===== src/rtl/core/drc_pkg.sv =====
// ----------------------------------------------------------------------------
// drc_pkg
// Shared types and constants for the dirty range coalescer and its cells.
// ----------------------------------------------------------------------------
package drc_pkg;

   localparam int DEPTH_DEF     = 16;
   localparam int ADDR_BITS_DEF = 32;

   localparam logic REQ_RECORD = 1'b0;
   localparam logic REQ_FLUSH  = 1'b1;

   typedef enum logic [1:0] {
      ST_IDLE,
      ST_MERGE,
      ST_FLUSH
   } state_type;

   typedef enum logic [2:0] {
      CELL_HOLD,
      CELL_ABSORB,
      CELL_INSERT,
      CELL_WIDEN,
      CELL_SHIFT
   } cell_op_type;

   typedef struct packed {
      cell_op_type op;
   } cell_ctrl_type;

   // status one cell shows its neighbours
   typedef struct packed {
      logic valid;
      logic lt;      // start below the pending low bound
      logic ov_any;  // this cell or one below it touches the pending range
      logic is_pad;  // stands beyond either end of the chain
   } link_type;

   localparam link_type LINK_PAD_LOW  = '{valid: 1'b1, lt: 1'b1, ov_any: 1'b0, is_pad: 1'b1};
   localparam link_type LINK_PAD_HIGH = '{valid: 1'b0, lt: 1'b0, ov_any: 1'b0, is_pad: 1'b1};

endpackage


===== src/rtl/core/drc_cell.sv =====
// ----------------------------------------------------------------------------
// drc_cell
// One interval slot of the sorted chain: compares itself with the pending
// range and takes data from a neighbour when the chain moves.
// ----------------------------------------------------------------------------
module drc_cell #(
   parameter int ADDR_BITS = drc_pkg::ADDR_BITS_DEF
) (
   input  logic                    clock,
   input  logic                    reset,
   input  drc_pkg::cell_ctrl_type  ctrl,
   input  logic [ADDR_BITS-1:0]    lo,
   input  logic [ADDR_BITS:0]      hi,
   input  drc_pkg::link_type       prev_link,
   input  logic [ADDR_BITS-1:0]    prev_start,
   input  logic [ADDR_BITS:0]      prev_end,
   input  drc_pkg::link_type       next_link,
   input  logic [ADDR_BITS-1:0]    next_start,
   input  logic [ADDR_BITS:0]      next_end,
   output drc_pkg::link_type       link,
   output logic [ADDR_BITS-1:0]    cell_start,
   output logic [ADDR_BITS:0]      cell_end
);

   logic [ADDR_BITS-1:0] start_ff, start_in;
   logic [ADDR_BITS:0]   end_ff, end_in;
   logic                 valid_ff, valid_in;
   logic                 ov;
   logic                 lt;

   assign ov = valid_ff && ({1'b0, lo} <= end_ff) && ({1'b0, start_ff} <= hi);
   assign lt = valid_ff && (start_ff < lo);

   always_comb begin
      link.valid  = valid_ff;
      link.lt     = lt;
      link.ov_any = prev_link.ov_any | ov;
      link.is_pad = 1'b0;
   end

   assign cell_start = start_ff;
   assign cell_end   = end_ff;

   always_comb begin
      start_in = start_ff;
      end_in   = end_ff;
      valid_in = valid_ff;
      case (ctrl.op)
         drc_pkg::CELL_ABSORB: begin
            if (prev_link.ov_any || ov) begin
               start_in = next_start;
               end_in   = next_end;
               valid_in = next_link.valid;
            end
         end
         drc_pkg::CELL_INSERT: begin
            if (!prev_link.lt) begin
               start_in = prev_start;
               end_in   = prev_end;
               valid_in = prev_link.valid;
            end else if (!lt) begin
               start_in = lo;
               end_in   = hi;
               valid_in = 1'b1;
            end
         end
         drc_pkg::CELL_WIDEN: begin
            if (lt && !next_link.lt) begin
               if (hi > end_ff) begin
                  end_in = hi;
               end
            end else if (prev_link.is_pad && !lt) begin
               start_in = lo;
            end
         end
         drc_pkg::CELL_SHIFT: begin
            start_in = next_start;
            end_in   = next_end;
            valid_in = next_link.valid;
         end
         default: begin
         end
      endcase
   end

   always_ff @(posedge clock) begin
      if (reset) begin
         valid_ff <= 1'b0;
      end else begin
         valid_ff <= valid_in;
      end
   end

   always_ff @(posedge clock) begin
      start_ff <= start_in;
      end_ff   <= end_in;
   end

endmodule


===== config.mk =====
export PLATFORM = sky130hd
export DESIGN_NAME = drc_cell
export DESIGN_NICKNAME = d
export VERILOG_FILES = /design/src/rtl/core/drc_pkg.sv /design/src/rtl/core/drc_cell.sv
export SDC_FILE = /design/constraint.sdc
export NUM_CORES = 1
export LEC_CHECK = 0
export ABC_AREA = 1
export BUFFER_PORTS_ARGS = -buffer_cell sky130_fd_sc_hd__buf_2
export CORE_MARGIN = 4
export CORE_UTILIZATION = 40
export DETAILED_ROUTE_END_ITERATION = 8
export HOLD_SLACK_MARGIN = 0.08
export PLACE_DENSITY = 0.68
export SLEW_MARGIN = 30
export SYNTH_ARGS = -nofsm -noshare
export SYNTH_HDL_FRONTEND = slang
export SYNTH_SLANG_ARGS = --single-unit

===== constraint.sdc =====
create_clock -name clock -period 4.17 [get_ports clock]
set_input_delay 0.834 -clock clock [delete_from_list [all_inputs] [get_ports clock]]
set_output_delay 0.834 -clock clock [all_outputs]
set_load 0.01 [all_outputs]

==> results of run 1 <==
critical path, delay by kind of cell:
kind                       cells  cell delay, ps
AOI/OAI and AO/OA              4             740
buffers and inverters          4             380
adders and majority gates      1             310
and+or+nand+nor                2             220
synth_stat cells (4+ instances only):
| library cell | number | area [sq um] |
|---|---|---|
| ha_1 | 128 | 1602 |
| a21oi_1 | 52 | 260.3 |
| clkbuf_1 | 7 | 26.28 |
| nand2_2 | 4 | 25.02 |
| o21ai_0 | 15 | 75.07 |
| nand3b_1 | 4 | 30.03 |
| a21o_1 | 4 | 30.03 |
| inv_2 | 6 | 22.52 |
| edfxtp_1 | 65 | 1952 |
| buf_4 | 4 | 30.03 |
| nor2_1 | 39 | 146.4 |
| nand4_1 | 15 | 93.84 |
| inv_1 | 139 | 521.8 |
| o211ai_1 | 68 | 510.5 |
| buf_1 | 5 | 18.77 |
| nand3_1 | 15 | 75.07 |
| nor2_2 | 8 | 50.05 |
| nand2_1 | 260 | 975.9 |
| buf_6 | 5 | 56.30 |
power groups by stage:
stage | combinational [mW] | sequential [mW] | clock (mW)
final | 0.776 | 0.858 | 0.828
after global routing | 0.889 | 0.866 | 0.866
after CTS | 0.784 | 0.859 | 0.840
after detailed placement | 0.777 | 0.873 | 0
after global placement | 0.765 | 0.871 | 0
after floorplan | 0.426 | 0.891 | 0
sequential cells by signal, summed over array words and instances, names as in the netlist:
register	flops
valid_ff	1
cell_end	33
cell_start	32
final cells by class:
class                           instances  area (sq um)  share of cell area, %
Antenna cell                            2         5.005                0.05805
Clock buffer                           10         229.0                  2.656
Clock inverter                          6         81.33                 0.9433
Inverter                              146         548.0                  6.356
Multi-Input combinational cell        631          4063                  47.12
Sequential cell                        66          1972                  22.87
Tap cell                              220         275.3                  3.193
Timing Repair Buffer                  279          1449                  16.80
worst max-delay path by stage:
stage | end | slack, ps | cells after the start
2_1_floorplan | cell_end[0]$_DFFE_PP_ | 340 | 12
3_3_place_gp | cell_end[25]$_DFFE_PP_ | 770 | 13
3_5_place_dp | cell_start[6]$_DFFE_PP_ | 730 | 19
4_1_cts | link[2] | 820 | 11
5_1_grt | link[2] | 690 | 11
6_report | link[2] | 850 | 11
kinds of logic (layout without fill, tap and decap cells):
logic type | Yosys count | in the layout | synth area share (%)
buffers and inverters | 170 | 441 | 10.37
AO/OA/AOI/OAI | 145 | 145 | 13.75
flip-flops | 66 | 66 | 29.44
adder cells (fa/ha/maj) | 128 | 128 | 23.91
other | 1 | 3 | 0.05599
AND/OR/NAND/NOR | 357 | 357 | 22.47
per-layer routing:
| metal | wire, um | share of wire, % | vias up |
|---|---|---|---|
| met1 | 9593 | 44 | 3031 |
| li1 | - | - | 3459 |
| met3 | 1585 | 7.2 | 27 |
| met4 | 445 | 2.0 | 0 |
| met2 | 10320 | 47 | 223 |
| met5 | 0 | 0 | - |
==> PnR_summary.wiki, run 1 <==
{| class="wikitable"
! Metric !! Value
|-
| Critical path peak fanout || 3
|-
| Worst hold path class || reg -> reg
|-
| Run status || finished clean
|-
| Final GP Congestion || 0.8830
|-
| Share of power burned in the clock network || about a third
|-
| Final non-filler cell total || 1,360
|-
| Number of fillers in the final layout || roughly 1,600
|-
| Initial antenna violation count || 2
|-
| Measured slew at the worst slew-check pin || 969.7 ps
|-
| Crit Path Class || in -> out
|-
| Final Total Pwr || around 2.5 mW
|-
| Finished Cell Area || 0.008622 sq mm
|-
| Iteration count of the initial detailed-routing pass || 6
|-
| Nets || approximately 1,500
|-
| Antenna-violating nets left || 0
|-
| Combinational share of power || 31.5%
|-
| R2r setup slk || roughly 1300 ps
|-
| Area post-placement || 0.008307 sq mm
|-
| Sequential-to-total area share from yosys stat || just under 30%
|-
| TritonCTS Buffers || 9
|-
| Clock transition time at the flip-flop clock pins of the worst setup and hold paths || ~60 ps
|-
| Aggregate routed wire length || around 22 mm
|-
| Detailed-route vias per instance || 4.956
|-
| Post-synth EDFFs || 65
|-
| Max frequency || 0.3010 GHz
|-
| Area of the placeable core || 0.01652 sq mm
|-
| Dominant synthesized flop cell || edfxtp_1
|-
| Flop pwr share || 34.9%
|-
| GRT busiest layer || met2
|-
| Req. time, crit path || 3340 ps
|-
| Pin count of the biggest net entering global routing || 50
|-
| Hold_ws || 589.8 ps
|-
| Commonest non-fill, non-tap cells in the layout || buf_2 (273), nand2_1 (260), inv_1 (139)
|-
| Period minus WS final || 3323 ps
|-
| Max-slew violation total from the final report || 0
|-
| Post-synthesis instance area || approximately 0.0067 sq mm
|-
| Mean instance size in the synthesized netlist || 7.725 sq um
|-
| Net Count, Synth || approximately 1,200
|-
| Global routing met1 resource utilization || 28.69%
|-
| Post-synthesis async set-or-reset flop share || 0%
|-
| CTS tree || built
|-
| Setup total negative slack || 0 ps
|-
| Area growth syn-to-layout || 28.73%
|-
| Number of flip-flops and latches in the synthesized netlist || 66
|-
| End-of-flow core utilization || 52.18%
|-
| Hold Path Cell Cnt || 4
|-
| Final cycle utilization of the critical path || 79.68%
|-
| Sum of overflow across all layers after global routing || 0
|-
| CTS sink count || 66
|-
| X dimension of the die || around 140 um
|-
| Buffer cell driving the clock tree root || clkbuf_16
|-
| Switching power total || 809.1 uW
|-
| Unrepaired setup endpoints after global routing || false
|-
| Maximum clock insertion buffer count || 2
|-
| Kind of capture point of the worst setup path || output port
|-
| Kind of launch point of the worst setup path || primary input
|-
| Worst r2r src || cell_start[4]$_DFFE_PP_
|-
| Cts-stage hold buffer count || 0
|-
| Share of cells above drive strength 1 || 28.21%
|-
| Wire length of the first global-routing pass || 32.91 mm
|-
| I/O pin count || 277
|-
| Insertion delay of the later-clocked pin in the worst-skew pair || 340 ps
|-
| Wire per inst || 16.14 um
|-
| Count of standard-cell rows || 47
|-
| Launching element of the worst setup path || lo[29]
|-
| M3 GR Usage || 4.638%
|-
| Count of warnings emitted by yosys || 0
|-
| Post-route worst setup slack || approximately 850 ps
|-
| Port Buffer Count || 273
|-
| Area of the die || 0.01888 sq mm
|-
| Quantity of gates resized following cts || 0
|-
| Number of different library cells in the post-synthesis netlist || 34
|-
| Effective utilization at floorplan || 40.53%
|-
| Peak VDD IR || approximately 0.19 mV
|-
| All-layer global routing usage || 22.67%
|-
| Reported max-cap violation count || 0
|-
| Gate Count Post-Synth || 867
|-
| Remaining routing DRC violations || 0
|-
| Most common library cell in the layout ignoring fill and taps || buf_2
|-
| Met2 track utilization from global routing || roughly 39%
|-
| Leak || 4.597 nW
|-
| List of cells traversed by the critical path || buf_2 > inv_1 > ha_1 > a21oi_1 > nor2_1 > a211oi_1 > o21ai_0 > a21oi_1 > nand3_1 > inv_1 > buf_2
|-
| Post-place setup slack || 725.3 ps
|-
| Sw Ratio || 32.86%
|-
| Startpoint of the lowest-slack hold path || valid_ff$_SDFFE_PP0P_
|-
| Worst slew slack as a fraction of its limit || a little over a third
|-
| Cell internal power dissipation || ~1.7 mW
|-
| Clock skew || 7.848 ps
|-
| Number of endpoints failing setup at the final stage || 0
|-
| Number of setup buffers added after CTS || 0
|-
| Arrival @ worst endpoint || 2490 ps
|-
| Die H || between 100 and 150 um
|-
| End point of the most critical hold path || valid_ff$_SDFFE_PP0P_
|-
| Detailed-placement wirelength estimate || 18.29 mm
|-
| Via count of the first global-routing pass || 6,663
|-
| Power per cell area || 285.6 mW/mm^2
|-
| Total placed cells including tap cells || 1,342
|-
| Delay of the slowest cell on the worst path || just over 300 ps
|-
| Maximum level of the CTS H-tree || 3
|-
| Capture point of the worst reg-to-reg path || cell_start[23]$_DFFE_PP_
|-
| Total number of vias || 6,740
|-
| DR iter-0 viols || 218
|-
| Length in cells of the worst reg-to-reg path || 17
|-
| Slowest stage cell, crit path || ha_1
|-
| Final hold violation count || 0
|}
(Power assumes the default switching activity.)
==> run 2, diff against run 1 <==
--- a/config.mk
+++ b/config.mk
@@ -11,7 +11,7 @@
 export CORE_UTILIZATION = 40
 export DETAILED_ROUTE_END_ITERATION = 8
 export HOLD_SLACK_MARGIN = 0.08
-export PLACE_DENSITY = 0.68
+export PLACE_DENSITY = 0.71
 export SLEW_MARGIN = 30
 export SYNTH_ARGS = -nofsm -noshare
 export SYNTH_HDL_FRONTEND = slang
==> constraint.sdc (replaced) <==
create_clock -name clock -period 3.03 [get_ports clock]
set_input_delay 0.606 -clock clock [delete_from_list [all_inputs] [get_ports clock]]
set_output_delay 0.606 -clock clock [all_outputs]
set_load 0.01 [all_outputs]
==> PnR_summary.wiki, run 2 (synthesis gave the netlist of run 1 again) <==
{| class="wikitable"
! Metric !! Value
|-
| Run status || finished clean
|-
| Die H || 137.4 um (unchanged)
|-
| Req. time, crit path || 2420 ps (-920 ps)
|-
| Nets || 1,472 (+0.20%)
|-
| Buffer cell driving the clock tree root || clkbuf_16
|-
| Sum of overflow across all layers after global routing || 0 (unchanged)
|-
| Worst slew slack as a fraction of its limit || 48.34% (+13 points)
|-
| Antenna-violating nets left || 0 (unchanged)
|-
| Pin count of the biggest net entering global routing || 67 (+34%)
|-
| Clock transition time at the flip-flop clock pins of the worst setup and hold paths || 60 ps (about the same)
|-
| DR iter-0 viols || 291 (+33%)
|-
| Critical path peak fanout || 3 (unchanged)
|-
| Area of the die || 0.01888 sq mm (unchanged)
|-
| X dimension of the die || 137.4 um (unchanged)
|-
| Total number of vias || 6,752 (+0.18%)
|-
| Final hold violation count || 0 (unchanged)
|-
| Largest register FFs || 33 (unchanged)
|-
| Via count of the first global-routing pass || 6,662 (-0.015%)
|-
| Unrepaired setup endpoints after global routing || false
|-
| Length in cells of the worst reg-to-reg path || 13 (-4)
|-
| Final cycle utilization of the critical path || between 90 and 100%
|-
| Wire per inst || 16.27 um (+0.79%)
|-
| Slowest stage cell, crit path || edfxtp_1
|-
| TritonCTS Buffers || 9 (unchanged)
|-
| Iteration count of the initial detailed-routing pass || 4 (-2)
|-
| Final GP Congestion || 0.8678 (-1.7%)
|-
| Measured slew at the worst slew-check pin || 774.9 ps (-194.8 ps)
|-
| Startpoint of the lowest-slack hold path || reset
|-
| Power per cell area || 388.8 mW/mm^2 (+36%)
|-
| Number of setup buffers added after CTS || 0 (unchanged)
|-
| Initial antenna violation count || 3 (+1)
|-
| Wire length of the first global-routing pass || 33.46 mm (+1.7%)
|-
| Arrival @ worst endpoint || 2210 ps (-280 ps)
|-
| Period minus WS final || 2817 ps
|-
| Port Buffer Count || 273 (unchanged)
|-
| Worst hold path class || in -> reg
|-
| Count of standard-cell rows || 47 (unchanged)
|-
| Remaining routing DRC violations || 0 (unchanged)
|-
| Peak VDD IR || 0.2420 mV (+24%)
|-
| End point of the most critical hold path || valid_ff$_SDFFE_PP0P_
|-
| CTS tree || built
|-
| R2r setup slk || 430 ps (-860 ps)
|-
| Clock skew || 8.251 ps (+0.4032 ps)
|-
| Final Total Pwr || 3.370 mW (+37%)
|-
| Insertion delay of the later-clocked pin in the worst-skew pair || 330 ps (about the same)
|-
| Max-slew violation total from the final report || 0 (unchanged)
|-
| Crit Path Class || reg -> out
|-
| Number of endpoints failing setup at the final stage || 0 (unchanged)
|-
| Hold Path Cell Cnt || 4 (unchanged)
|-
| Setup total negative slack || 0 ps (unchanged)
|-
| Leak || 4.619 nW (+0.49%)
|-
| Kind of capture point of the worst setup path || output port
|-
| Most common library cell in the layout ignoring fill and taps || buf_2
|-
| Share of cells above drive strength 1 || 28.25% (+0.038 points)
|-
| Area of the placeable core || 0.01652 sq mm (unchanged)
|-
| Cts-stage hold buffer count || 0 (unchanged)
|-
| Capture point of the worst reg-to-reg path || cell_end[6]$_DFFE_PP_
|-
| Effective utilization at floorplan || 40.53% (unchanged)
|-
| Detailed-placement wirelength estimate || 18.42 mm (+0.71%)
|-
| Aggregate routed wire length || 22.15 mm (+0.94%)
|-
| Kind of launch point of the worst setup path || flop
|-
| Maximum clock insertion buffer count || 2 (unchanged)
|-
| CTS sink count || 66 (unchanged)
|-
| Commonest non-fill, non-tap cells in the layout || buf_2 (273), nand2_1 (260), inv_1 (139)
|-
| I/O pin count || 277 (unchanged)
|-
| All-layer global routing usage || 23.16% (+0.49 points)
|-
| Area growth syn-to-layout || 29.42%
|-
| Hold_ws || 528.2 ps (-61.66 ps)
|-
| Delay of the slowest cell on the worst path || 430 ps (+120 ps)
|-
| List of cells traversed by the critical path || ha_1 > a21oi_1 > nor2_1 > a211oi_1 > o21ai_0 > a21oi_2 > nand3_1 > inv_1 > buf_2
|-
| Max frequency || between 0.3 and 0.4 GHz
|-
| Worst r2r src || cell_end[24]$_DFFE_PP_
|-
| Reported max-cap violation count || 0 (unchanged)
|-
| Maximum level of the CTS H-tree || 3 (unchanged)
|-
| Detailed-route vias per instance || 4.957 (about the same)
|}
==> run 2: report_power, final <==
group | internal [mW] | switching [mW]
clock | 0.711 | 0.395
combinational | 0.453 | 0.628
sequential | 1.12 | 0.0651
==> run 2: routing by layer <==
metal | GRT usage, % | vias up | wire, um
li1 | - | 3465 | -
met3 | 4.127 | 34 | 1388
met5 | 0 | - | 13
met4 | 8.370 | 2 | 575
met2 | 39.32 | 233 | 10410
met1 | 29.42 | 3018 | 9768
==> run 2: timing repair <==
| item | CTS | global route |
|---|---|---|
| setup endpoints to repair | 0 | 2 |
| gates resized for setup | 0 | 2 |
| hold endpoints to repair | 0 | 0 |
==> run 2: worst max-delay path by stage <==
stage | cells after the start | slack [ps] | startpoint | to
2_1_floorplan | 12 | 230 | hi[24] | cell_end[0]$_DFFE_PP_
3_5_place_dp | 15 | 90 | hi[22] | cell_end[28]$_DFFE_PP_
6_report | 9 | 210 | cell_start[29]$_DFFE_PP_ | link[2]
3_3_place_gp | 15 | 110 | hi[22] | cell_end[32]$_DFFE_PP_
5_1_grt | 9 | 20 | cell_start[29]$_DFFE_PP_ | link[2]
4_1_cts | 9 | 120 | cell_start[29]$_DFFE_PP_ | link[2]
==> run 2: layout make-up <==
| class | instances | area (sq um) |
|---|---|---|
| Sequential cell | 66 | 1972 |
| Clock buffer | 11 | 232.7 |
| Timing Repair Buffer | 282 | 1496 |
| Multi-Input combinational cell | 631 | 4071 |
| Inverter | 146 | 548.0 |
| Fill cell | 1601 | 7856 |
| Antenna cell | 2 | 5.005 |
| Clock inverter | 4 | 67.56 |
| Tap cell | 220 | 275.3 |
==> run 2: stage by stage <==
stage	instances	area (sq um)	worst slack [ps]	utilization, %
2_1_floorplan	867	6713	234.2	-
3_3_place_gp	1345	8354	114.7	50.56
3_5_place_dp	1345	8354	87.74	50.56
4_1_cts	1360	8655	116.9	52.37
5_1_grt	1362	8668	19.77	52.46
6_report	1362	8668	213.2	52.46
==> run 2: critical path, delay by kind of cell (launching register included) <==
kind / cells / cell delay, ps
compound gates: 4 / 690
flops: 1 / 430
fa+ha+maj: 1 / 320
buf+inv: 2 / 230
simple gates: 2 / 210
